**config.mk**
```make
export PLATFORM = sky130hd
export DESIGN_NAME = locd_ram
export DESIGN_NICKNAME = d
export VERILOG_FILES = /design/src/sv/locd_ram.sv
export SDC_FILE = /design/constraint.sdc
export NUM_CORES = 1
export LEC_CHECK = 0
export BUFFER_PORTS_ARGS = -buffer_cell sky130_fd_sc_hd__buf_2
export CAP_MARGIN = 40
export CORE_ASPECT_RATIO = 1.5
export CORE_MARGIN = 3
export CORE_UTILIZATION = 60
export DETAILED_ROUTE_END_ITERATION = 7
export PLACE_DENSITY_LB_ADDON = 0.2
export SYNTH_ARGS = -nofsm -noshare
export SYNTH_HDL_FRONTEND = slang
export SYNTH_SLANG_ARGS = --single-unit
```
**constraint.sdc**
```tcl
create_clock -name i_clk -period 2.2 [get_ports i_clk]
set_clock_uncertainty 0.05 [all_clocks]
set_input_delay 0.44 -clock i_clk [delete_from_list [all_inputs] [get_ports i_clk]]
set_output_delay 0.44 -clock i_clk [all_outputs]
set_load 0.05 [all_outputs]
```
**src/sv/locd_ram.sv**
```systemverilog
`timescale 1ns / 1ps
// ----------------------------------------------------------------------------
// locd_ram
// Generic single-port-write, single-port-read RAM with registered read.
// ----------------------------------------------------------------------------
module locd_ram #(
    parameter int WIDTH = 8,
    parameter int DEPTH = 16
) (
    input  logic                     i_clk,
    input  logic                     i_we,
    input  logic [$clog2(DEPTH)-1:0] i_waddr,
    input  logic [WIDTH-1:0]         i_wdata,
    input  logic [$clog2(DEPTH)-1:0] i_raddr,
    output logic [WIDTH-1:0]         o_rdata
);

    logic [WIDTH-1:0] r_mem [DEPTH];
    logic [WIDTH-1:0] r_rdata;

    // write port and registered read port
    always_ff @(posedge i_clk) begin
        if (i_we) begin
            r_mem[i_waddr] <= i_wdata;
        end
        r_rdata <= r_mem[i_raddr];
    end

    assign o_rdata = r_rdata;

endmodule

```
==> results.tsv <==
metric	value	unit
status	finished clean	
pre-CTS setup slack	0.2651	ns
TritonCTS buffer count	17	
CP Class	in2reg	
crit start category	primary input	
max cap viols	0	
Die X	81.63	um
CTS resizes	0	
nets	304	
Initial Util	0.6310	
YS warnings	0	
Syn Nets	247	
Clock Sink Count	136	
Synth area leader	edfxtp_1	
I/O pins	26	
Final ANT Viol Nets	0	
first-pass GRT wire length	14770	um
H-tree levels	4	
Worst Max-Slew Pin Slew	0.4693	ns
critical path's largest stage delay	0.61	ns
Yosys reg bits	136	
core footprint	0.008158	mm^2
Worst path slowest cell	mux4_1	
Leak Pwr	0.002082	uW
area delta synth->final	17.19	%
Worst-Skew Late Latency	0.41	ns
vias per cell	6.183	
Setup WS post-layout	0.6739	ns
I/O Buffers	25	
GRT Util Overall	0.2233	
Synth area leaders	edfxtp_1, mux4_2, mux4_1, dfxtp_1, a22oi_1	
die area	0.009749	mm^2
CP Cell Sequence	buf_2 > buf_12 > mux4_1 > a22oi_1 > nand2_1	
Critical Path RT	2.44	ns
number of global-route vias before repair	2620	
leading cell type in the layout, fill and taps excluded	edfxtp_1	
setup_tns	0	ns
final hold violations	0	
Residual DRC	0	
Final period util	0.6937	
Cell Rows	40	
DRT Pass-1 Iters	5	
most frequent cells in the layout	edfxtp_1, buf_2, buf_4	
# setup viols final	0	
post-synthesis cell count	229	
worst hold margin	0.3598	ns
clk buf depth	2	
largest net degree at the start of global routing	33	
Critical Path AT	1.77	ns
overall power	5669	uW
mapped cell area	0.005147	mm^2
RD Place Congestion	0.7763	
RSZ-0062 raised after global routing	no	
post-CTS setup buffer count	0	
largest vdd supply drop	0.7186	mV
Antenna Cells	0	
Hold Buf Count CTS	0	
pwr/cell area	939.9	mW/mm^2
CP endpoint kind	register	
Worst Path Max Fanout	32	
Fmax	655.3	MHz
GRT overflow	0	
share of post-route cells with drive strength above 1	0.3043	
count of different cell masters after synthesis	19	
final core occ	0.7394	
via count	2498	
Slew Limit Fails	0	
post-synth top area share	0.7467	
max_slew headroom	0.6859	
DRT Wirelength	9445	um
Chip Height	119.4	um
CTS clk-pin slew, worst paths	0.05	ns
CTS tree	done	
hpwl dp	5950	um
root buffer cell	clkbuf_16	
hold crit path type	in2reg	
register area share after synthesis	0.7778	
1st-iter DRT viols	229	
detailed-route wire length per cell	23.38	um
syn avg cell area	22.48	um^2
antenna violations before repair	0	
fin crit period	1.526	ns
Yosys cell counts:
| master | number |
|---|---|
| edfxtp_1 | 128 |
| mux4_2 | 18 |
| a22oi_1 | 16 |
| mux4_1 | 14 |
| nor2_1 | 13 |
| nand2_1 | 9 |
| dfxtp_1 | 8 |
| nor3_1 | 4 |
| buf_2 | 3 |
| buf_6 | 3 |
| clkdlybuf4s25_2 | 3 |
| nand2b_1 | 2 |
| nand3b_1 | 2 |
| and2_1 | 1 |
| and2b_1 | 1 |
| buf_4 | 1 |
| nand3_1 | 1 |
| nor2b_1 | 1 |
| or3b_2 | 1 |
worst paths after layout:
kind,cells past startpoint,to,slack (ns),start
worst max-delay path,5,o_rdata[5],0.67,i_raddr[0]
worst min-delay path,1,r_mem[14][6],0.36,i_wdata[6]
worst max register to register,3,o_rdata[3],0.80,r_mem[1][3]
worst min register to register,3,o_rdata[1],0.62,r_mem[12][1]
power breakdown:
part	internal (uW)	total (uW)	switching, uW
Combinational	119	323	204
Sequential	2900	2920	16.6
Clock	1520	2430	914
Total	4530	5670	1130
metrics by stage:
| stage | cell area [um^2] | instances |
|---|---|---|
| 2_1_floorplan | 5147 | 229 |
| 3_3_place_gp | 5515 | 372 |
| 3_5_place_dp | 5515 | 372 |
| 4_1_cts | 6032 | 404 |
| 5_1_grt | 6032 | 404 |
| 6_report | 6032 | 404 |
cell type report:
type	count	area [um^2]
Tap cell	105	131.4
Clock inverter	5	23.77
Sequential cell	136	4004
Timing Repair Buffer	48	322.8
Clock buffer	27	493.0
Multi-Input combinational cell	83	1057
Fill cell	462	2126
cells by family (layout without fill, tap and decap cells):
group / after synthesis / after routing / synth area share
buffers and inverters: 10 / 80 / 0.01677
DFF: 136 / 136 / 0.7778
and+or+nand+nor: 35 / 35 / 0.03184
AOI/OAI and AO/OA: 16 / 16 / 0.02334
muxes: 32 / 32 / 0.1502
flip-flops by register name, indices dropped and copies added (netlist names):
signal	count
r_mem	128
o_rdata	8
metal layers:
| metal | up-vias | global-route usage | wire length (um) | share of wire |
|---|---|---|---|---|
| li1 | 1086 | - | - | - |
| met1 | 1309 | 0.2853 | 3653 | 0.39 |
| met2 | 88 | 0.3592 | 5131 | 0.54 |
| met3 | 15 | 0.06505 | 485 | 0.051 |
| met4 | 0 | 0.08940 | 175 | 0.019 |
| met5 | - | 0 | 0 | 0 |
worst max-delay path, delay by kind of cell:
family,cells,cell delay (ns)
simple gates,1,0.09
compound gates,1,0.24
mux,1,0.61
buf+inv,2,0.35
Power figures use the tool's default switching activity.
